[config.mk]
export PLATFORM = sky130hd
export DESIGN_NAME = four_phase_stepper_sequencer_flat
export DESIGN_NICKNAME = d
export VERILOG_FILES = /design/src/design/fpss_pkg.sv /design/src/design/fpss_in_if.sv /design/src/design/fpss_out_if.sv /design/src/design/fpss_in_stage.sv /design/src/design/fpss_step.sv /design/src/design/four_phase_stepper_sequencer.sv /design/src/flat_wrapper.sv
export SDC_FILE = /design/constraint.sdc
export NUM_CORES = 1
export LEC_CHECK = 0
export ABC_CLOCK_PERIOD_IN_PS = 4100
export BUFFER_PORTS_ARGS = -buffer_cell sky130_fd_sc_hd__buf_4
export CORE_UTILIZATION = 45
export DETAILED_ROUTE_END_ITERATION = 7
export PLACE_DENSITY = 0.68
export SYNTH_ARGS = -nofsm -noshare
export SYNTH_HDL_FRONTEND = slang
export SYNTH_SLANG_ARGS = --single-unit
[constraint.sdc]
create_clock -name i_clk -period 4.1 [get_ports i_clk]
set_input_delay 0.615 -clock i_clk [delete_from_list [all_inputs] [get_ports i_clk]]
set_output_delay 0.615 -clock i_clk [all_outputs]
set_load 0.005 [all_outputs]
[src/design/fpss_pkg.sv]
package fpss_pkg;

    // Width of the goal and position counters
    localparam int POSITION_BITS = 32;
    localparam int IO_POS_BITS   = 32;
    localparam int STEP_BITS     = 32;
    localparam int EXT_BITS      = 64;

    typedef logic signed [POSITION_BITS-1:0] t_pos;
    typedef logic [1:0]                      t_phase;
    typedef logic [3:0]                      t_coils;

    typedef enum logic [1:0] {
        ACT_TICK  = 2'd0,
        ACT_START = 2'd1,
        ACT_STOP  = 2'd2,
        ACT_LOAD  = 2'd3
    } t_action;

    // Winding patterns, bit0 A .. bit3 D
    localparam t_coils COILS_OFF = 4'h0;
    localparam t_coils COILS_AD  = 4'h9;
    localparam t_coils COILS_CD  = 4'hC;
    localparam t_coils COILS_BC  = 4'h6;
    localparam t_coils COILS_AB  = 4'h3;

    typedef struct packed {
        t_action                        action;
        logic                           direction;
        logic signed [IO_POS_BITS-1:0]  target_position;
        logic                           set_marker;
        logic signed [IO_POS_BITS-1:0]  load_value;
    } t_item;

    function automatic t_coils phase_pattern(input t_phase ph, input logic back);
        t_coils c;
        unique case (ph)
            2'd0:    c = COILS_AD;
            2'd1:    c = back ? COILS_AB : COILS_CD;
            2'd2:    c = COILS_BC;
            default: c = back ? COILS_CD : COILS_AB;
        endcase
        return c;
    endfunction

    // Port value to counter width: sign extend, then keep the low bits
    function automatic t_pos to_pos(input logic signed [IO_POS_BITS-1:0] v);
        logic signed [EXT_BITS-1:0] ext;
        ext = EXT_BITS'(v);
        return ext[POSITION_BITS-1:0];
    endfunction

    // Counter to port width: sign extend, then keep the low 32 bits
    function automatic logic signed [IO_POS_BITS-1:0] to_port(input t_pos p);
        logic signed [EXT_BITS-1:0] ext;
        ext = EXT_BITS'(p);
        return ext[IO_POS_BITS-1:0];
    endfunction

endpackage

[src/design/fpss_in_if.sv]
interface fpss_in_if;
    logic               valid;
    logic               ready;
    logic [1:0]         action;
    logic               direction;
    logic signed [31:0] target_position;
    logic               set_marker;
    logic signed [31:0] load_value;

    modport source (
        output valid, action, direction, target_position, set_marker, load_value,
        input  ready
    );
    modport sink (
        input  valid, action, direction, target_position, set_marker, load_value,
        output ready
    );
endinterface

[src/design/fpss_out_if.sv]
interface fpss_out_if;
    logic               valid;
    logic               ready;
    logic [3:0]         windings;
    logic               moving;
    logic signed [31:0] position;
    logic [31:0]        steps_moved;
    logic               marker;
    logic               target_reached;

    modport source (
        output valid, windings, moving, position, steps_moved, marker, target_reached,
        input  ready
    );
    modport sink (
        input  valid, windings, moving, position, steps_moved, marker, target_reached,
        output ready
    );
endinterface

[src/design/fpss_in_stage.sv]
module fpss_in_stage (
    input  logic            i_clk,
    input  logic            i_rst_n,
    fpss_in_if.sink         i_item,
    input  logic            i_take,
    output logic            o_valid,
    output fpss_pkg::t_item o_item
);
    import fpss_pkg::*;

    logic  r_valid;
    t_item r_item;
    logic  accept;

    assign i_item.ready = !r_valid || i_take;
    assign accept       = i_item.valid && i_item.ready;

    always_ff @(posedge i_clk) begin
        if (!i_rst_n) begin
            r_valid <= 1'b0;
        end else if (accept) begin
            r_valid <= 1'b1;
        end else if (i_take) begin
            r_valid <= 1'b0;
        end
    end

    always_ff @(posedge i_clk) begin
        if (accept) begin
            r_item.action          <= t_action'(i_item.action);
            r_item.direction       <= i_item.direction;
            r_item.target_position <= i_item.target_position;
            r_item.set_marker      <= i_item.set_marker;
            r_item.load_value      <= i_item.load_value;
        end
    end

    assign o_valid = r_valid;
    assign o_item  = r_item;
endmodule

[src/design/fpss_step.sv]
module fpss_step (
    input  logic            i_clk,
    input  logic            i_rst_n,
    input  logic            i_valid,
    input  fpss_pkg::t_item i_item,
    output logic            o_take,
    fpss_out_if.source      o_result
);
    import fpss_pkg::*;

    // sequencer state
    t_phase               r_phase,   n_phase;
    logic                 r_running, n_running;
    logic                 r_dir,     n_dir;
    t_pos                 r_goal,    n_goal;
    t_pos                 r_pos,     n_pos;
    logic [STEP_BITS-1:0] r_steps,   n_steps;
    logic                 r_mark,    n_mark;
    t_coils               r_coils,   n_coils;
    logic                 n_reached;

    // result register
    logic                          r_out_valid;
    logic                          r_reached;
    logic signed [IO_POS_BITS-1:0] r_pos_out;

    t_pos step_pos;

    assign o_take   = i_valid && (!r_out_valid || o_result.ready);
    assign step_pos = r_dir ? t_pos'(r_pos - t_pos'(1)) : t_pos'(r_pos + t_pos'(1));

    always_comb begin
        n_phase   = r_phase;
        n_running = r_running;
        n_dir     = r_dir;
        n_goal    = r_goal;
        n_pos     = r_pos;
        n_steps   = r_steps;
        n_mark    = r_mark;
        n_coils   = r_coils;
        n_reached = 1'b0;
        unique case (i_item.action)
            ACT_START: begin
                n_dir     = i_item.direction;
                n_goal    = to_pos(i_item.target_position);
                n_mark    = i_item.set_marker;
                n_running = 1'b1;
            end
            ACT_STOP: begin
                n_running = 1'b0;
            end
            ACT_LOAD: begin
                n_pos = to_pos(i_item.load_value);
            end
            ACT_TICK: begin
                if (!r_running) begin
                    n_coils = COILS_OFF;
                end else begin
                    n_coils = phase_pattern(r_phase, r_dir);
                    n_phase = r_phase + t_phase'(1);
                    n_steps = r_steps + STEP_BITS'(1);
                    n_pos   = step_pos;
                    if (step_pos == r_goal) begin
                        n_running = 1'b0;
                        n_mark    = 1'b0;
                        n_reached = 1'b1;
                    end
                end
            end
            default: ;
        endcase
    end

    always_ff @(posedge i_clk) begin
        if (!i_rst_n) begin
            r_phase     <= '0;
            r_running   <= 1'b0;
            r_dir       <= 1'b0;
            r_goal      <= '0;
            r_pos       <= '0;
            r_steps     <= '0;
            r_mark      <= 1'b0;
            r_coils     <= COILS_OFF;
            r_out_valid <= 1'b0;
        end else begin
            if (o_take) begin
                r_phase     <= n_phase;
                r_running   <= n_running;
                r_dir       <= n_dir;
                r_goal      <= n_goal;
                r_pos       <= n_pos;
                r_steps     <= n_steps;
                r_mark      <= n_mark;
                r_coils     <= n_coils;
                r_out_valid <= 1'b1;
            end else if (o_result.ready) begin
                r_out_valid <= 1'b0;
            end
        end
    end

    // payload of the result; state registers already hold the rest
    always_ff @(posedge i_clk) begin
        if (o_take) begin
            r_reached <= n_reached;
            r_pos_out <= to_port(n_pos);
        end
    end

    assign o_result.valid          = r_out_valid;
    assign o_result.windings       = r_coils;
    assign o_result.moving         = r_running;
    assign o_result.position       = r_pos_out;
    assign o_result.steps_moved    = r_steps;
    assign o_result.marker         = r_mark;
    assign o_result.target_reached = r_reached;
endmodule

[src/design/four_phase_stepper_sequencer.sv]
// Throughput: one transaction per cycle while the result is not stalled; input register, then result register;
//   a stalled result blocks the input ready in the same cycle once the input register holds a command.
// Reset: synchronous, active low; phase 0, stopped, forward, goal, position
//   and step count 0, marker clear, all windings off, no result pending.
module four_phase_stepper_sequencer (
    input  logic i_clk,
    input  logic i_rst_n,
    fpss_in_if.sink    i_item,
    fpss_out_if.source o_result
);
    import fpss_pkg::*;

    logic  s1_valid;
    t_item s1_item;
    logic  s1_take;

    // Stage 1: capture the command transaction.
    fpss_in_stage u_in_stage (
        .i_clk   (i_clk),
        .i_rst_n (i_rst_n),
        .i_item  (i_item),
        .i_take  (s1_take),
        .o_valid (s1_valid),
        .o_item  (s1_item)
    );

    // Stage 2: apply the command to the sequencer state (start, stop, load,
    // or tick: windings off when stopped, else next two-on pattern, phase
    // advance, step count, position move and goal compare) and register the
    // result transaction. The state updates in the same edge that loads the
    // result, so consecutive commands see each other without bubbles.
    fpss_step u_step (
        .i_clk    (i_clk),
        .i_rst_n  (i_rst_n),
        .i_valid  (s1_valid),
        .i_item   (s1_item),
        .o_take   (s1_take),
        .o_result (o_result)
    );
endmodule

[src/flat_wrapper.sv]
// flat-port wrapper written by rule: the top's interface ports become plain ports
module four_phase_stepper_sequencer_flat import fpss_pkg::*;
  (i_clk, i_rst_n, i_item_valid, i_item_action, i_item_direction, i_item_target_position, i_item_set_marker, i_item_load_value, i_item_ready, o_result_valid, o_result_windings, o_result_moving, o_result_position, o_result_steps_moved, o_result_marker, o_result_target_reached, o_result_ready);
  fpss_in_if i_item_i ();
  fpss_out_if o_result_i ();
  input  logic i_clk;
  input  logic i_rst_n;
  input wire logic [$bits(i_item_i.valid)-1:0] i_item_valid;
  input wire logic [$bits(i_item_i.action)-1:0] i_item_action;
  input wire logic [$bits(i_item_i.direction)-1:0] i_item_direction;
  input wire logic [$bits(i_item_i.target_position)-1:0] i_item_target_position;
  input wire logic [$bits(i_item_i.set_marker)-1:0] i_item_set_marker;
  input wire logic [$bits(i_item_i.load_value)-1:0] i_item_load_value;
  output wire logic [$bits(i_item_i.ready)-1:0] i_item_ready;
  output wire logic [$bits(o_result_i.valid)-1:0] o_result_valid;
  output wire logic [$bits(o_result_i.windings)-1:0] o_result_windings;
  output wire logic [$bits(o_result_i.moving)-1:0] o_result_moving;
  output wire logic [$bits(o_result_i.position)-1:0] o_result_position;
  output wire logic [$bits(o_result_i.steps_moved)-1:0] o_result_steps_moved;
  output wire logic [$bits(o_result_i.marker)-1:0] o_result_marker;
  output wire logic [$bits(o_result_i.target_reached)-1:0] o_result_target_reached;
  input wire logic [$bits(o_result_i.ready)-1:0] o_result_ready;
  assign i_item_i.valid = i_item_valid;
  assign i_item_i.action = i_item_action;
  assign i_item_i.direction = i_item_direction;
  assign i_item_i.target_position = i_item_target_position;
  assign i_item_i.set_marker = i_item_set_marker;
  assign i_item_i.load_value = i_item_load_value;
  assign i_item_ready = i_item_i.ready;
  assign o_result_valid = o_result_i.valid;
  assign o_result_windings = o_result_i.windings;
  assign o_result_moving = o_result_i.moving;
  assign o_result_position = o_result_i.position;
  assign o_result_steps_moved = o_result_i.steps_moved;
  assign o_result_marker = o_result_i.marker;
  assign o_result_target_reached = o_result_i.target_reached;
  assign o_result_i.ready = o_result_ready;
  four_phase_stepper_sequencer u_core (.i_clk(i_clk), .i_rst_n(i_rst_n), .i_item(i_item_i), .o_result(o_result_i));
endmodule
# --- Word level (Yosys, flattened, before mapping) ---
# Index checks and enable logic that the tools add are counted.
word_totals:
  ff_bits: 208
  mem_bits_rw: 0
  mem_count: 0
  word_cells: 65
  inputBits: 72
  rom_bits: 0
  latch_bits: 0
op_classes:
  addsub: 4
  reduce_logical: 18
  bitwise: 0
  n_shift: 0
  order_cmp: 0
  eq_ne: 8
  mul: 0
  mux: 18
  div: 0
ops:
  columns: ["cell", "count"]
  rows:
  - ["two-way mux 32 bit", 2]
  - ["one-hot mux 32 bit (2 select lines)", 1]
  - ["adder 32 x 1 -> 32 bit (second input constant)", 1]
  - ["adder 32 x 2 -> 32 bit (second input constant)", 1]
  - ["equality test 32 bit", 1]
  - ["subtractor 32 x 2 -> 32 bit (second input constant)", 1]
  - ["two-way mux 4 bit", 3]
  - ["one-hot mux 4 bit (3 select lines)", 1]
  - ["two-way mux 1 bit", 9]
  - ["AND reduction 2 bit", 4]
  - ["equality test 2 bit (second input constant)", 3]
  - ["nonzero test 2 bit", 3]
  - ["equality test 2 x 1 -> 1 bit (second input constant)", 2]
  - ["logical NOT 2 bit", 2]
  - ["inequality test 2 bit (second input constant)", 2]
  - ["AND reduction 4 bit", 1]
  - ["one-hot mux 1 bit (3 select lines)", 1]
  - ["AND reduction 3 bit", 1]
  - ["nonzero test 3 bit", 1]
  - ["adder 2 x 1 -> 2 bit (second input constant)", 1]
  - ["logical AND 1 bit", 2]
  - ["logical NOT 1 bit", 2]
  - ["logical OR 1 bit", 2]
  - ["one-hot mux 1 bit (2 select lines)", 1]

# --- Logic depth before layout (Yosys ltp) ---
# Gate-level depths: netlist (run 1).
depth:
  depth_word: 6
  ltp_mapped: 13

# --- By module ---
# Synthesis (run 1) repeated with hierarchy kept, for this count alone.
unflattened:
  cells_unflattened: 1081
  area_unflattened_um2: 10393.7
modules_own_cells:
  columns: ["module", "area_per_inst_um2", "seq_area_each_um2", "cells_per_inst", "n_inst"]
  rows:
  - ["fpss_step", 8294.2, 3113.0, 1008, 1]
  - ["fpss_in_stage", 2099.5, 2062.0, 73, 1]

# --- Worst setup path after synthesis (run 1) ---
# Ideal clock, no wire load.
synth_timing:
  kind: "reg2reg"
  start: "register u_core.u_step.r_dir"
  end: "register u_core.u_step.r_mark (netlist: u_core.u_step.o_result.marker)"
  arrival_time_ps: 3713
  setup_ps: 131
  required_ps: 3969
  path_stages_with_launch: 13
  setup_slack_ps: 257
  cell_sequence: "dfxtp_1 > inv_1 > fa_1 > nand2b_1 > a211o_1 > a21oi_1 > nor2_1 > o21ai_0 > xnor2_1 > a2111oi_0 > nand4_1 > nor3_2 > o22ai_1"
synth_between:
  elab_chain_len: 4
synth_lines:
  columns: ["item", "line_no", "source"]
  rows:
  - ["start, declared", "fpss_step.sv:14", "logic r_dir, n_dir;"]
  - ["start signal, assigned", "fpss_step.sv:89", "r_dir <= n_dir;"]
  - ["two-way mux 32 bit", "fpss_step.sv:30", "assign step_pos = r_dir ? t_pos'(r_pos - t_pos'(1)) : t_pos'(r_pos + t_pos'(1));"]
  - ["equality test 32 bit", "fpss_step.sv:63", "if (step_pos == r_goal) begin"]
  - ["inequality test 2 bit (no line)", null, null]
  - ["AND reduction 4 bit (no line)", null, null]
  - ["end signal, assigned", "fpss_step.sv:93", "r_mark <= n_mark;"]
  - ["end, declared", "fpss_step.sv:18", "logic r_mark, n_mark;"]
# Every way passes these cells.
# A chain may end at the register's enable or synchronous reset.

# --- Worst setup path after layout (run 1) ---
# Same ends and word-level chain as after synthesis.

==> impl_metrics.ini, run 1 <==
[worst_setup_path]
worstSetupPathType = register to register
critPathCapture = u_core.u_step.o_result.marker$_SDFFE_PN0P_
r2r-start = u_core.u_step.r_dir$_SDFFE_PN0P_
crit_fanout = 19
crit_arrival_ps = 4230
cp-start-kind = register
reg2regPathDepth = 12
cp-end-kind = register
cp-startpoint = u_core.u_step.r_dir$_SDFFE_PN0P_
reg2reg_to = u_core.u_step.o_result.marker$_SDFFE_PN0P_
cp.required_ps = 4500
r2r_slack_ps = 270

[synth]
synth_top_family_by_area = simple AND/OR/NAND/NOR gates
synth_xor_area_share_pct = 7.95
yosys_warnings = 0
ys_seq_area_share_pct = 49.8
synthFlopType = dfxtp_1
yosys.cell_types.count = 66
synth-compound-area-share_pct = 15.4
syn_inst = 1114
yosys.area_share.simple_pct = 18.6
async_flop_share_pct = 0
syn_avg_cell_area_sq_um = 9.33
synth_nets = 1227
synth_seq_cells = 208
synth_mux_area_share_pct = 0.205
yosys.area_share.adder_pct = 5.01
synthesis.area_sq_um = 10400
synth_edf_count = 101

[clock_tree]
cts_buffer_depth = 3
clock_sinks = 208
path_clk_slew_ps = 70
clock_latency_ps = 530
cts-root-buf = clkbuf_16
cts_setup_buffers = 0
cts_resized = 0
cts_buffers = 23
h-tree-depth = 1
cts_tree = built
cts_hold_buffers = 0

[cells_and_area]
diodes = 0
drive_gt1_share_pct = 17.3
final_util_pct = 55.7
syn_to_final_growth_pct = 21.3
layoutNonFillerInstCount = 1545
layout.cells.most_common_list = 170 x nand2_1, 162 x buf_4, 118 x nor2_1
nets = 1356
layout_commonest_cell = nand2_1

[floorplan]
ios = 145
fp.dieH_microns = 154
die_x_microns = 154
dieArea_sq_um = 23700
rows = 55
initial_core_util_pct = 45.9
coreArea_sq_um = 22600

[power_and_ir_drop]
vdd_drop_max_v = 0.000311
p_sw_share_pct = 23.7
comb_power_share_pct = 10.0
powerDensity_nw_per_um2 = 396
pwr-share-clk_pct = 43.3
netSwitchingPower_w = 0.00118
seqPwrFrac_pct = 46.6
p_leak_nw = 4.84
p_int_w = 0.00381

[timing]
max_freq_mhz = 261
worst_pin_slew_ps = 1050
rsz0062_at_grt = no
period_share_pct = 93.4
slew_headroom_pct = 29.9
fin_ws_ps = 269
period_needed_ps = 3830
setup_violations = 0
fin_setup_tns_ps = 0
finalMaxSlewViolations = 0
finalClockSkew_ps = 19.7
hold_viol_final = 0

[detailed_routing]
drtIter0Drc = 615
vias = 8606
vias_per_cell = 5.57
top_layer_used = met4
drt-met1-wl_microns = 13300
firstDrtPassIters = 7
drc = 0
ant_nets = 0
finalWirelength_microns = 27900
wl_met2_microns = 12500
wire_per_inst_microns = 18.1
wl_met3_microns = 1430

[run]
cap_violations = 0

[grt]
grt_max_degree = 71
grt_usage_pct = 23.6
antenna_found_initial = 0
grt_pass1_vias = 8150
grt-ovfl-total = 0
grt_pass1_wl_microns = 44300

[place]
dp_slack_ps = 271
post-place-cells = 1503
place_congestion = 0.965
numPortBuffers = 144
hpwl_microns = 20100

[hold_path]
hold_path_class = primary input to register

[status]
outcome = finished, final reports clean
stage by stage:
step,area (sq um),total power [W],hold slack (ps)
floorplan,10400,0.00266,437
global placement,11800,0.00286,451
detailed placement,11800,0.00287,451
CTS,12600,0.00503,245
global route,12600,0.00517,248
finish,12600,0.00499,259
worst min path at each step:
stage	cells after the start	endpoint	slack [ps]	start
6_report	1	u_core.u_in_stage.o_item[32]$_DFFE_PP_	260	i_item_set_marker
5_1_grt	1	u_core.u_in_stage.o_item[46]$_DFFE_PP_	250	i_item_target_position[13]
4_1_cts	1	u_core.u_in_stage.o_item[32]$_DFFE_PP_	240	i_item_set_marker
3_5_place_dp	2	u_core.u_step.o_result.windings[0]$_SDFFE_PN0P_	450	u_core.u_step.o_result.windings[0]$_SDFFE_PN0P_
3_3_place_gp	2	u_core.u_step.o_result.windings[0]$_SDFFE_PN0P_	450	u_core.u_step.o_result.windings[0]$_SDFFE_PN0P_
2_1_floorplan	2	u_core.u_step.r_goal[11]$_SDFFE_PN0P_	440	u_core.u_step.r_goal[11]$_SDFFE_PN0P_
Yosys cell counts, drive strengths merged (18+ instances only):
master  count  area [sq um]
a21oi      94           470
a22oi      22           165
clkbuf     56           210
dfxtp     107          2140
edfxtp    101          3030
ha         40           500
inv        22          82.6
nand2     170           638
nand3      26           130
nand4      18           113
nor2      118           443
nor3       40           205
o21ai      72           360
xnor2      47           412
xor2       37           324
sequential cells by signal (all words and copies together), names as in the netlist:
signal / cells
u_core.u_step.o_result.valid: 1
u_core.u_step.o_result.windings: 4
u_core.u_step.o_result.target_reached: 1
u_core.u_step.o_result.position: 32
u_core.u_step.r_pos: 32
u_core.u_step.r_dir: 1
u_core.u_step.r_goal: 32
u_core.u_step.o_result.marker: 1
u_core.u_step.o_result.moving: 1
u_core.u_in_stage.o_item: 68
u_core.u_step.r_phase: 2
u_core.u_step.o_result.steps_moved: 32
u_core.u_in_stage.o_valid: 1
power groups by stage:
stage	clock network, W	logic [W]	registers, W
2_1_floorplan	0	0.000304	0.00236
3_3_place_gp	0	0.000494	0.00237
3_5_place_dp	0	0.000500	0.00237
4_1_cts	0.00220	0.000502	0.00233
5_1_grt	0.00228	0.000551	0.00233
6_report	0.00216	0.000501	0.00233
routing by layer:
| metal | vias up | global-route usage [%] |
|---|---|---|
| li1 | 4226 | - |
| met2 | 245 | 36.8 |
| met3 | 37 | 3.18 |
| met4 | 0 | 6.29 |
| met1 | 4098 | 34.4 |
| met5 | - | 0 |
worst max-delay path, cell delays in order, from the launching register on:
cell and delay (ps):
dfxtp_1 330, buf_4 260, ha_1 360, a21oi_1 330, o21ai_0 270, a41oi_1 430, nand2_1 230, a21oi_1 340
xnor3_1 310, nor3_1 220, nand4_1 230, nor3_2 300, o22ai_1 120
kinds of logic (layout without fill, tap and decap cells):
group | count (synthesis) | count (layout)
and+or+nand+nor | 431 | 431
AOI/OAI and AO/OA | 261 | 261
DFF | 208 | 208
xor gates and xnor gates | 88 | 88
buffers and inverters | 83 | 229
adders and majority gates | 41 | 41
muxes | 2 | 2
layout make-up:
cell class,count,area [sq um]
Clock buffer,35,704
Clock inverter,7,104
Fill cell,1993,10000
Inverter,22,82.6
Multi-Input combinational cell,823,4920
Sequential cell,208,5170
Tap cell,285,357
Timing Repair Buffer,165,1270
Power figures use the tool's default switching activity.
==> run 2: changes to the inputs <==
--- a/config.mk
+++ b/config.mk
@@ -5,11 +5,12 @@
 export SDC_FILE = /design/constraint.sdc
 export NUM_CORES = 1
 export LEC_CHECK = 0
+export ABC_AREA = 1
 export ABC_CLOCK_PERIOD_IN_PS = 4100
 export BUFFER_PORTS_ARGS = -buffer_cell sky130_fd_sc_hd__buf_4
 export CORE_UTILIZATION = 45
 export DETAILED_ROUTE_END_ITERATION = 7
-export PLACE_DENSITY = 0.68
+export PLACE_DENSITY = 0.67
 export SYNTH_ARGS = -nofsm -noshare
 export SYNTH_HDL_FRONTEND = slang
 export SYNTH_SLANG_ARGS = --single-unit
==> impl_metrics.ini, run 2 <==
[hold_path]
hold_path_class = primary input to register
hp-start = i_item_target_position[20]
min_path_cells = 1
holdPathEnd = u_core.u_in_stage.o_item[53]$_DFFE_PP_

[synth]
synth_edf_count = 101
async_flop_share_pct = 0
syn_inst = 1496
yosysTopAreaCell = edfxtp_1
synth_seq_cells = 208
yosysMostFrequentCell = nand2_1
ys_seq_area_share_pct = 45.8
synthesis.area_sq_um = 11300
syn_avg_cell_area_sq_um = 7.56
synth_nets = 1609
synthTopCellsByArea = edfxtp_1 27%, dfxtp_1 19%, nand2_1 13%
yosys.area.top_type_share_pct = 26.8
yosys_warnings = 0
yosys.cell_types.count = 44
synth_commonest_cells = 387 x nand2_1, 222 x inv_1, 138 x nor2_1, 117 x nand3_1, 115 x a21oi_1
synthFlopType = dfxtp_1

[worst_setup_path]
cp-start-kind = register
path_buf_inv = 2
crit_slowest_cell = ha_1
crit_arrival_ps = 3600
cp_cell_sequence = buf_4 > ha_1 > nand2_1 > nor2_1 > nand2_1 > inv_1 > nand2_1 > nand2_1 > nand2_1 > nand2_1 > nand2_1 > nand3_1 > nand2_1 > nor3_1 > nand3_1 > nand2_1 > a21oi_1
r2r_slack_ps = 920
cp.required_ps = 4520
cp-end-kind = register
reg2reg_to = u_core.u_step.o_result.moving$_SDFFE_PN0P_
reg2regPathDepth = 17
worstSetupPathType = register to register
cpMostUsedCell = nand2_1
critPathMaxStageDelay_ps = 420
cp_top_family = simple AND/OR/NAND/NOR gates
path_depth = 17
r2r-start = u_core.u_step.r_dir$_SDFFE_PN0P_
crit_fanout = 26

[detailed_routing]
firstDrtPassIters = 5
wire_per_inst_microns = 16.4
drc = 0
vias = 10400
ant_nets = 0
vias_per_cell = 5.25
drtIter0Drc = 714
finalWirelength_microns = 32500

[floorplan]
coreArea_sq_um = 24500
die_x_microns = 161
initial_core_util_pct = 46.2
ios = 145
rows = 57
dieArea_sq_um = 25800
fp.dieH_microns = 161

[power_and_ir_drop]
p_leak_nw = 6.06
vdd_drop_max_v = 0.000260
powerDensity_nw_per_um2 = 364

[place]
numPortBuffers = 144
hpwl_microns = 24100
post-place-cells = 1937
place_congestion = 0.945

[cells_and_area]
layout.cells.most_common_list = 386 x nand2_1, 220 x inv_1, 155 x buf_4
largest_register_ffs = 68
drive_gt1_share_pct = 12.9
syn_to_final_growth_pct = 18.8
layout_commonest_cell = nand2_1
nets = 1751
final_util_pct = 54.9
layoutNonFillerInstCount = 1980
filler_cell_count = 2346

[clock_tree]
h-tree-depth = 1
clock_sinks = 208
cts_setup_buffers = 0
cts_hold_buffers = 0
cts_buffer_depth = 3
cts_tree = built
clock_latency_ps = 530
cts_resized = 0
cts-root-buf = clkbuf_16
path_clk_slew_ps = 60
cts_buffers = 23

[grt]
grt_max_degree = 78
grt_pass1_wl_microns = 51300
grt_usage_pct = 25.2
antenna_found_initial = 1
grt_pass1_vias = 9749
grt-ovfl-total = 0

[timing]
setup_violations = 0
rsz0062_at_grt = no
worst_pin_slew_ps = 1160
slew_headroom_pct = 22.8
finalMaxSlewViolations = 0
fin_setup_tns_ps = 0
worst_hold_slack_ps = 257
finalClockSkew_ps = 14.1
max_freq_mhz = 314
period_needed_ps = 3180
period_share_pct = 77.6
hold_viol_final = 0

[status]
outcome = finished, final reports clean

[run]
cap_violations = 0
-- run 2: worst max-delay path by stage --
stage	start	to	slack, ps
CTS	u_core.u_step.r_dir$_SDFFE_PN0P_	u_core.u_step.o_result.moving$_SDFFE_PN0P_	980
floorplan	u_core.u_step.r_dir$_SDFFE_PN0P_	u_core.u_step.o_result.moving$_SDFFE_PN0P_	970
global placement	u_core.u_step.r_dir$_SDFFE_PN0P_	u_core.u_step.o_result.moving$_SDFFE_PN0P_	1070
global route	u_core.u_step.r_dir$_SDFFE_PN0P_	u_core.u_step.o_result.moving$_SDFFE_PN0P_	660
finish	u_core.u_step.r_dir$_SDFFE_PN0P_	u_core.u_step.o_result.moving$_SDFFE_PN0P_	920
detailed placement	u_core.u_step.r_dir$_SDFFE_PN0P_	u_core.u_step.o_result.marker$_SDFFE_PN0P_	990
-- run 2: power breakdown --
part           leakage [nW]  switching (W)  internal, W
sequential             1.85      0.0000569      0.00229
combinational          3.86       0.000389     0.000230
clock                 0.345       0.000828      0.00109
total                  6.06        0.00127      0.00362
-- run 2: cell type report --
class                           count  area (sq um)  area share, %
Antenna cell                        1          2.50         0.0186
Clock buffer                       33           643           4.79
Clock inverter                      9          55.1          0.410
Inverter                          227           852           6.34
Multi-Input combinational cell   1023          5140           38.3
Sequential cell                   208          5170           38.5
Tap cell                          324           405           3.02
Timing Repair Buffer              155          1160           8.66
-- run 2: metrics by stage --
stage,setup WS [ps],instance area [sq um],power [W]
6_report,918,13400,0.00489
5_1_grt,656,13400,0.00508
4_1_cts,977,13400,0.00493
3_5_place_dp,991,12700,0.00301
3_3_place_gp,1070,12700,0.00300
2_1_floorplan,971,11300,0.00276
-- run 2: worst register-to-register path, delay by kind of cell, from the launching register on --
family	cells	cell delay, ps
adder cells (fa/ha/maj)	1	450
AND/OR/NAND/NOR	13	1900
AO/OA/AOI/OAI	1	90
flip-flops	1	310
buffers and inverters	2	320
-- run 2: logic make-up after synthesis --
logic type	Yosys count	synth area share, %
AOI/OAI and AO/OA	267	13.2
DFF	208	45.8
and+or+nand+nor	710	27.2
buffers and inverters	265	8.80
adders and majority gates	41	4.60
xor gates and xnor gates	5	0.387
-- run 2: metal layers --
| metal | vias up | wire length, microns | track usage [%] |
|---|---|---|---|
| li1 | 5249 | - | - |
| met1 | 4803 | 15000 | 35.0 |
| met2 | 293 | 14600 | 40.6 |
| met3 | 51 | 1880 | 3.49 |
| met4 | 0 | 988 | 8.14 |
| met5 | - | 0 | 0 |
